## config.mk

```make
export PLATFORM = sky130hd
export DESIGN_NAME = neighbour_max_abs_diff_edge_core
export DESIGN_NICKNAME = d
export VERILOG_FILES = /design/src/design/nmad_pkg.sv /design/src/design/nmad_column_unit.sv /design/src/design/nmad_result_fifo.sv /design/src/design/neighbour_max_abs_diff_edge_core.sv
export SDC_FILE = /design/constraint.sdc
export NUM_CORES = 1
export LEC_CHECK = 0
export ABC_AREA = 1
export BUFFER_PORTS_ARGS = -buffer_cell sky130_fd_sc_hd__buf_2
export CORE_ASPECT_RATIO = 1.25
export CORE_MARGIN = 2
export CORE_UTILIZATION = 45
export DETAILED_ROUTE_END_ITERATION = 16
export SYNTH_ARGS = -nofsm -noshare
export SYNTH_HDL_FRONTEND = slang
export SYNTH_SLANG_ARGS = --single-unit
```

## constraint.sdc

```tcl
create_clock -name i_clk -period 7.8 [get_ports i_clk]
set_clock_uncertainty 0.05 [all_clocks]
set_input_delay 1.17 -clock i_clk [delete_from_list [all_inputs] [get_ports i_clk]]
set_output_delay 1.17 -clock i_clk [all_outputs]
set_load 0.05 [all_outputs]
```

## src/design/nmad_pkg.sv

```systemverilog
// Shared types, constants and edge functions for the neighbour max-abs-diff edge core.
package nmad_pkg;

    localparam int PIX_W      = 8;
    localparam int FIFO_DEPTH = 4;
    localparam int FIFO_AW    = $clog2(FIFO_DEPTH);
    localparam int CNT_W      = $clog2(FIFO_DEPTH + 1);

    localparam logic [1:0] SEEN_NONE = 2'd0;
    localparam logic [1:0] SEEN_TWO  = 2'd2;

    typedef logic [PIX_W-1:0] t_pix;

    typedef struct packed {
        t_pix pixel_above;
        t_pix pixel_centre;
        t_pix pixel_below;
        logic row_first;
        logic row_last;
    } t_in_word;

    typedef struct packed {
        logic [7:0] edge_value;
        logic       end_of_row;
    } t_out_word;

    typedef struct packed {
        t_pix up;
        t_pix mid;
        t_pix down;
    } t_column;

    typedef struct packed {
        logic      a_valid;
        t_out_word a;
        logic      b_valid;
        t_out_word b;
    } t_push;

    function automatic t_pix absdiff(input t_pix x, input t_pix y);
        return (x > y) ? t_pix'(x - y) : t_pix'(y - x);
    endfunction

    function automatic t_pix max2(input t_pix x, input t_pix y);
        return (x > y) ? x : y;
    endfunction

    function automatic t_pix col_max(input t_column c, input t_pix centre);
        return max2(max2(absdiff(c.up, centre), absdiff(c.mid, centre)),
                    absdiff(c.down, centre));
    endfunction

    // self column always counts; left and right only when present
    function automatic logic [7:0] edge_of(input t_column self, input t_column left,
                                           input logic use_left, input t_column right,
                                           input logic use_right);
        t_pix acc;
        t_pix dl;
        t_pix dr;
        acc = col_max(self, self.mid);
        dl  = use_left  ? col_max(left, self.mid)  : '0;
        dr  = use_right ? col_max(right, self.mid) : '0;
        acc = max2(acc, max2(dl, dr));
        return 8'(acc);
    endfunction

endpackage

```

## src/design/nmad_column_unit.sv

```systemverilog
// Column history and per-column edge computation, up to two result words per column.
module nmad_column_unit (
    input  logic              i_clk,
    input  logic              i_rst_n,
    input  nmad_pkg::t_in_word i_word,
    input  logic              i_advance,
    output logic [1:0]        o_need,
    output nmad_pkg::t_push   o_push
);
    import nmad_pkg::*;

    t_column   r_prev;
    t_column   r_old;
    logic [1:0] r_seen;

    t_column   cur;
    logic [1:0] seen;
    logic      has_prev;
    logic      has_old;

    assign cur.up   = i_word.pixel_above;
    assign cur.mid  = i_word.pixel_centre;
    assign cur.down = i_word.pixel_below;

    assign seen     = i_word.row_first ? SEEN_NONE : r_seen;
    assign has_prev = (seen != SEEN_NONE);
    assign has_old  = (seen == SEEN_TWO);

    assign o_need = {1'b0, has_prev} + {1'b0, i_word.row_last};

    always_comb begin
        o_push.a_valid      = i_advance && has_prev;
        o_push.a.edge_value = edge_of(r_prev, r_old, has_old, cur, 1'b1);
        o_push.a.end_of_row = 1'b0;
        o_push.b_valid      = i_advance && i_word.row_last;
        o_push.b.edge_value = edge_of(cur, r_prev, has_prev, cur, 1'b0);
        o_push.b.end_of_row = 1'b1;
    end

    always_ff @(posedge i_clk) begin
        if (!i_rst_n) begin
            r_seen <= SEEN_NONE;
        end else if (i_advance) begin
            if (i_word.row_last) begin
                r_seen <= SEEN_NONE;
            end else begin
                r_seen <= has_old ? SEEN_TWO : 2'(seen + 2'd1);
            end
        end
    end

    always_ff @(posedge i_clk) begin
        if (i_advance && !i_word.row_last) begin
            r_old  <= r_prev;
            r_prev <= cur;
        end
    end

endmodule

```

## src/design/nmad_result_fifo.sv

```systemverilog
// Small result queue taking up to two words per cycle and giving one.
module nmad_result_fifo (
    input  logic                         i_clk,
    input  logic                         i_rst_n,
    input  nmad_pkg::t_push              i_push,
    input  logic                         i_pop,
    output logic [nmad_pkg::CNT_W-1:0]   o_count,
    output nmad_pkg::t_out_word          o_word
);
    import nmad_pkg::*;

    t_out_word          r_mem [FIFO_DEPTH];
    logic [FIFO_AW-1:0] r_wr_ptr;
    logic [FIFO_AW-1:0] r_rd_ptr;
    logic [CNT_W-1:0]   r_count;

    logic [1:0]         npush;
    logic [FIFO_AW-1:0] b_idx;
    logic [CNT_W:0]     n_count_wide;

    assign npush  = {1'b0, i_push.a_valid} + {1'b0, i_push.b_valid};
    assign b_idx  = r_wr_ptr + FIFO_AW'(i_push.a_valid);
    assign n_count_wide = (CNT_W+1)'(r_count) + (CNT_W+1)'(npush) - (CNT_W+1)'(i_pop);

    assign o_count = r_count;
    assign o_word  = r_mem[r_rd_ptr];

    always_ff @(posedge i_clk) begin
        if (i_push.a_valid) begin
            r_mem[r_wr_ptr] <= i_push.a;
        end
        if (i_push.b_valid) begin
            r_mem[b_idx] <= i_push.b;
        end
    end

    always_ff @(posedge i_clk) begin
        if (!i_rst_n) begin
            r_wr_ptr <= '0;
            r_rd_ptr <= '0;
            r_count  <= '0;
        end else begin
            r_wr_ptr <= r_wr_ptr + FIFO_AW'(npush);
            r_rd_ptr <= r_rd_ptr + FIFO_AW'(i_pop);
            r_count  <= CNT_W'(n_count_wide);
        end
    end

`ifndef SYNTHESIS
    a_no_overflow: assert property (@(posedge i_clk) disable iff (!i_rst_n)
        n_count_wide <= (CNT_W+1)'(FIFO_DEPTH))
        else $error("result queue overflow");

    a_no_underflow: assert property (@(posedge i_clk) disable iff (!i_rst_n)
        i_pop |-> (r_count != '0))
        else $error("pop from empty result queue");

    a_ptr_gap: assert property (@(posedge i_clk) disable iff (!i_rst_n)
        FIFO_AW'(r_wr_ptr - r_rd_ptr) == FIFO_AW'(r_count))
        else $error("queue pointers disagree with count");
`endif

endmodule

```

## src/design/neighbour_max_abs_diff_edge_core.sv

```systemverilog
// Top level: input register, column unit and result queue of the 3x3 max-abs-diff edge core.
// With an empty queue a column's word is offered once the next column of its row has passed
// the input register into the queue; the rightmost column's own word is queued behind it.
// Throughput: one column per cycle while the four-word queue has room; a rightmost column
// yields two words, so the single output port, when not stalled, sets one word per cycle.
// Reset clears the input valid flag, the held-column count and the queue pointers.
module neighbour_max_abs_diff_edge_core (
    input  logic                i_clk,
    input  logic                i_rst_n,
    input  logic                i_valid,
    output logic                o_stall,
    input  nmad_pkg::t_in_word  i_word,
    output logic                o_valid,
    input  logic                i_stall,
    output nmad_pkg::t_out_word o_word
);
    import nmad_pkg::*;

    t_in_word         r_in;
    logic             r_in_valid;

    logic [1:0]       need;
    t_push            push;
    logic [CNT_W-1:0] count;
    logic             pop;
    logic             advance;
    logic             accept;

    assign o_valid = (count != '0);
    assign pop     = o_valid && !i_stall;
    assign advance = r_in_valid &&
                     ((CNT_W+1)'(count) + (CNT_W+1)'(need) <=
                      (CNT_W+1)'(FIFO_DEPTH) + (CNT_W+1)'(pop));
    assign o_stall = r_in_valid && !advance;
    assign accept  = i_valid && !o_stall;

    always_ff @(posedge i_clk) begin
        if (!i_rst_n) begin
            r_in_valid <= 1'b0;
        end else if (accept) begin
            r_in_valid <= 1'b1;
        end else if (advance) begin
            r_in_valid <= 1'b0;
        end
    end

    always_ff @(posedge i_clk) begin
        if (accept) begin
            r_in <= i_word;
        end
    end

    nmad_column_unit u_column (
        .i_clk     (i_clk),
        .i_rst_n   (i_rst_n),
        .i_word    (r_in),
        .i_advance (advance),
        .o_need    (need),
        .o_push    (push)
    );

    nmad_result_fifo u_fifo (
        .i_clk   (i_clk),
        .i_rst_n (i_rst_n),
        .i_push  (push),
        .i_pop   (pop),
        .o_count (count),
        .o_word  (o_word)
    );

endmodule
```

==> metrics.md <==
| Metric | Value |
|---|---|
| Maximum vdd drop | `roughly 0.00031 V` |
| Clk_lat worst skew | `0.46 ns` |
| Warnings, synthesis | `0` |
| Clk pin slew, worst setup/hold paths | `around 0.07 ns` |
| CTS Hold Buffers Added | `0` |
| Hold crit path type | `register to register` |
| Register area share after synthesis | `19.8%` |
| First-pass GRT wire length | `around 90000 um` |
| Max stage delay on crit path | `~0.48 ns` |
| Cell family with most CP delay | `simple AND/OR/NAND/NOR gates` |
| Worst setup EP type | `register` |
| Syn Inst Count | `approximately 2600` |
| Number of enable flip-flop cells after synthesis | `approximately 110` |
| Full die area | `slightly above 0.04 mm^2` |
| Pleak | `approximately 10 nW` |
| Final hold vios | `0` |
| Chip width | `180 um` |
| Syn Nets | `2914` |
| Layout Area Growth over Synthesis | `10.5%` |
| Worst Setup SP | `u_column.r_prev[11]` |
| Number of port buffers | `40` |
| FILL cells | `3855` |
| I/O pins | `between 40 and 50` |
| Core area | `0.0382 mm^2` |
| Placer congestion estimate | `1.03` |
| DRC | `0` |
| Post-synthesis register bit count | `120` |
| Slew Limit Fails | `0` |
| Vias in the first global route | `around 17000` |
| Vias/cell | `~5.4` |
| Final wirelength | `59400 um` |
| Post-synth ARST share | `0%` |
| Synth top area share | `approximately 20%` |
| CTS tree | `built` |
| Max cap viols | `0` |
| Tot GR Track Use | `29.3%` |
| WL/cell | `between 15 and 20 um` |
| CP Launch Type | `register` |
| Period utilization | `93.3%` |
| Avg Inst Size Synth | `between 6 and 7 um^2` |
| Synth Flop Type | `edfxtp_1` |
| Antenna violations before repair | `0` |
| Most frequent CP cell | `nand2_1` |
| Post-route insts no fill | `3168` |
| CP arrival | `7.43 ns` |
| Max-slew headroom | `41.2%` |
| Clock Path Buffers | `2` |
| Root buf cell | `clkbuf_16` |
| Worst-margin pin slew | `0.878 ns` |
| Worst Setup Path Type | `register to register` |
| Top area cells in the synthesized netlist | `ha_1 20%, edfxtp_1 18%, nand2_1 18%` |
| DRT iter0 DRCs | `about 1200` |
| Die Span Y | `about 220 um` |
| DP Cell Count | `between 3000 and 4000` |
| F_max | `137 MHz` |
| Final Power | `between 6 and 7 mW` |
| Critical-path top delay cell | `edfxtp_1` |
| Hold Path Origin | `u_fifo.r_mem[1][0]` |
| DP Wirelength | `49100 um` |
| Register area | `0.00346 mm^2` |
| Largest net degree at the start of global routing | `a little over 50` |
| Detail Route Antenna Nets | `0` |
| Share of cells above drive strength 1 | `around an eighth` |
| Core Rows | `80` |
| Total number of vias | `around 17000` |
| Setup violators final | `0` |
| Combined area of the multi-input logic cells | `between 0.01 and 0.015 mm^2` |
| Status | `finished, final reports clean` |
| Netlist cell types | `49` |
| Minimum clock period after layout | `7.28 ns` |
| H-tree Lvls | `4` |
| Gr ovfl total | `0` |
| Crit Path Max Fanout | `9` |
| Critical path buffer and inverter count | `7` |
| Worst r2r src | `u_column.r_prev[11]` |
| Critical path required time | `approximately 8.0 ns` |
| Num CTS Buffers | `17` |
| Starting Density | `roughly 46%` |
| Detailed Routing Iterations Pass 1 | `8` |
| # diodes | `0` |
| Dominant cell type by area after synthesis | `ha_1` |
| Clock Sinks | `120` |
| PD cells | `325 mW/mm^2` |
| Fin nets | `approximately 3000` |
| Mapped Area | `between 0.015 and 0.02 mm^2` |
-- worst paths after layout --
path,end,slack [ns],cells after the start
max,u_fifo.r_mem[2][5],0.52,47
min reg2reg,u_fifo.r_mem[1][0],0.39,2
min,u_fifo.r_mem[1][0],0.39,2
max reg2reg,u_fifo.r_mem[2][5],0.52,47
-- per-layer routing --
metal	up-vias	track usage (%)	wire, um
met5	-	0	0
met3	165	3.00	2670
li1	8495	-	-
met2	568	51.1	28000
met4	0	16.9	3980
met1	7768	35.2	24800
-- timing repair --
action | CTS | global route
setup endpoints to repair | 32 | 32
setup buffers | 6 | 16
cloned | 0 | 1
resized for setup | 0 | 44
pin swaps | 0 | 6
-- synth_stat cells (14+ instances only) --
master	count
nand2_1	841
inv_1	379
ha_1	280
nand3_1	194
a21oi_1	157
nor2_1	107
edfxtp_1	106
xor2_1	59
o21ai_1	54
o21ai_0	49
nand2_2	37
nand4_1	35
inv_2	33
nand3_2	27
fa_1	26
xnor2_1	23
buf_2	18
dfxtp_1	14
-- sequential cells by signal (all words and copies together), names as in the netlist --
register         count
u_fifo.r_mem        36
r_in                26
u_column.r_old      24
u_column.r_prev     24
u_fifo.o_count       3
u_column.r_seen      2
u_fifo.r_rd_ptr      2
u_fifo.r_wr_ptr      2
r_in_valid           1
-- layout by cell type (no fill, tap or decap), types with 35 or more instances in the layout --
master / netlist / layout
nand2_1: 841 / 834
inv_1: 379 / 373
ha_1: 280 / 273
nand3_1: 194 / 189
a21oi_1: 157 / 155
edfxtp_1: 106 / 106
nor2_1: 107 / 103
buf_4: 8 / 60
xor2_1: 59 / 58
o21ai_1: 54 / 52
o21ai_0: 49 / 49
nand2_2: 37 / 43
buf_2: 18 / 40
inv_2: 33 / 37
nand4_1: 35 / 35
-- where the power goes --
part	switching, mW	internal, mW
Sequential	0.0797	0.771
Clock	0.368	0.457
Combinational	3.14	1.46
-- layout make-up --
| class | count | share of cell area (%) |
|---|---|---|
| sequential | 120 | 17.9 |
| inverter | 417 | 8.19 |
| multi-input combinational | 2006 | 64.1 |
| tap | 492 | 3.19 |
| clock inverter | 15 | 0.914 |
| clock buffer | 17 | 2.20 |
| timing repair buffer | 101 | 3.43 |
-- worst reg2reg max path, delay by kind of cell, from the launching register on --
family / cells / cell delay, ns
adder cells (fa/ha/maj): 5 / 1.67
buffers and inverters: 7 / 1.03
AND/OR/NAND/NOR: 30 / 3.23
AO/OA/AOI/OAI: 5 / 0.56
flip-flops: 1 / 0.48
-- per-stage QoR --
| step | setup WS (ns) | TNS [ns] | instance area, um^2 | hold slack, ns | util (%) |
|---|---|---|---|---|---|
| 2_1_floorplan | 0.277 | 0 | 17500 | 0.364 | - |
| 3_3_place_gp | -0.0287 | -0.180 | 18400 | 0.376 | 48.1 |
| 3_5_place_dp | -0.112 | -1.83 | 18400 | 0.377 | 48.1 |
| 4_1_cts | 0.0192 | 0 | 19000 | 0.395 | 49.8 |
| 5_1_grt | -0.0189 | -0.119 | 19300 | 0.424 | 50.5 |
| 6_report | 0.523 | 0 | 19300 | 0.395 | 50.5 |
-- cell families after synthesis --
logic type | after synthesis | synth area share [%]
AO/OA/AOI/OAI | 332 | 10.8
XOR/XNOR | 82 | 4.11
adder cells (fa/ha/maj) | 306 | 23.0
buffers and inverters | 453 | 10.2
flip-flops | 120 | 19.8
AND/OR/NAND/NOR | 1285 | 32.1
Power figures use the tool's default switching activity.
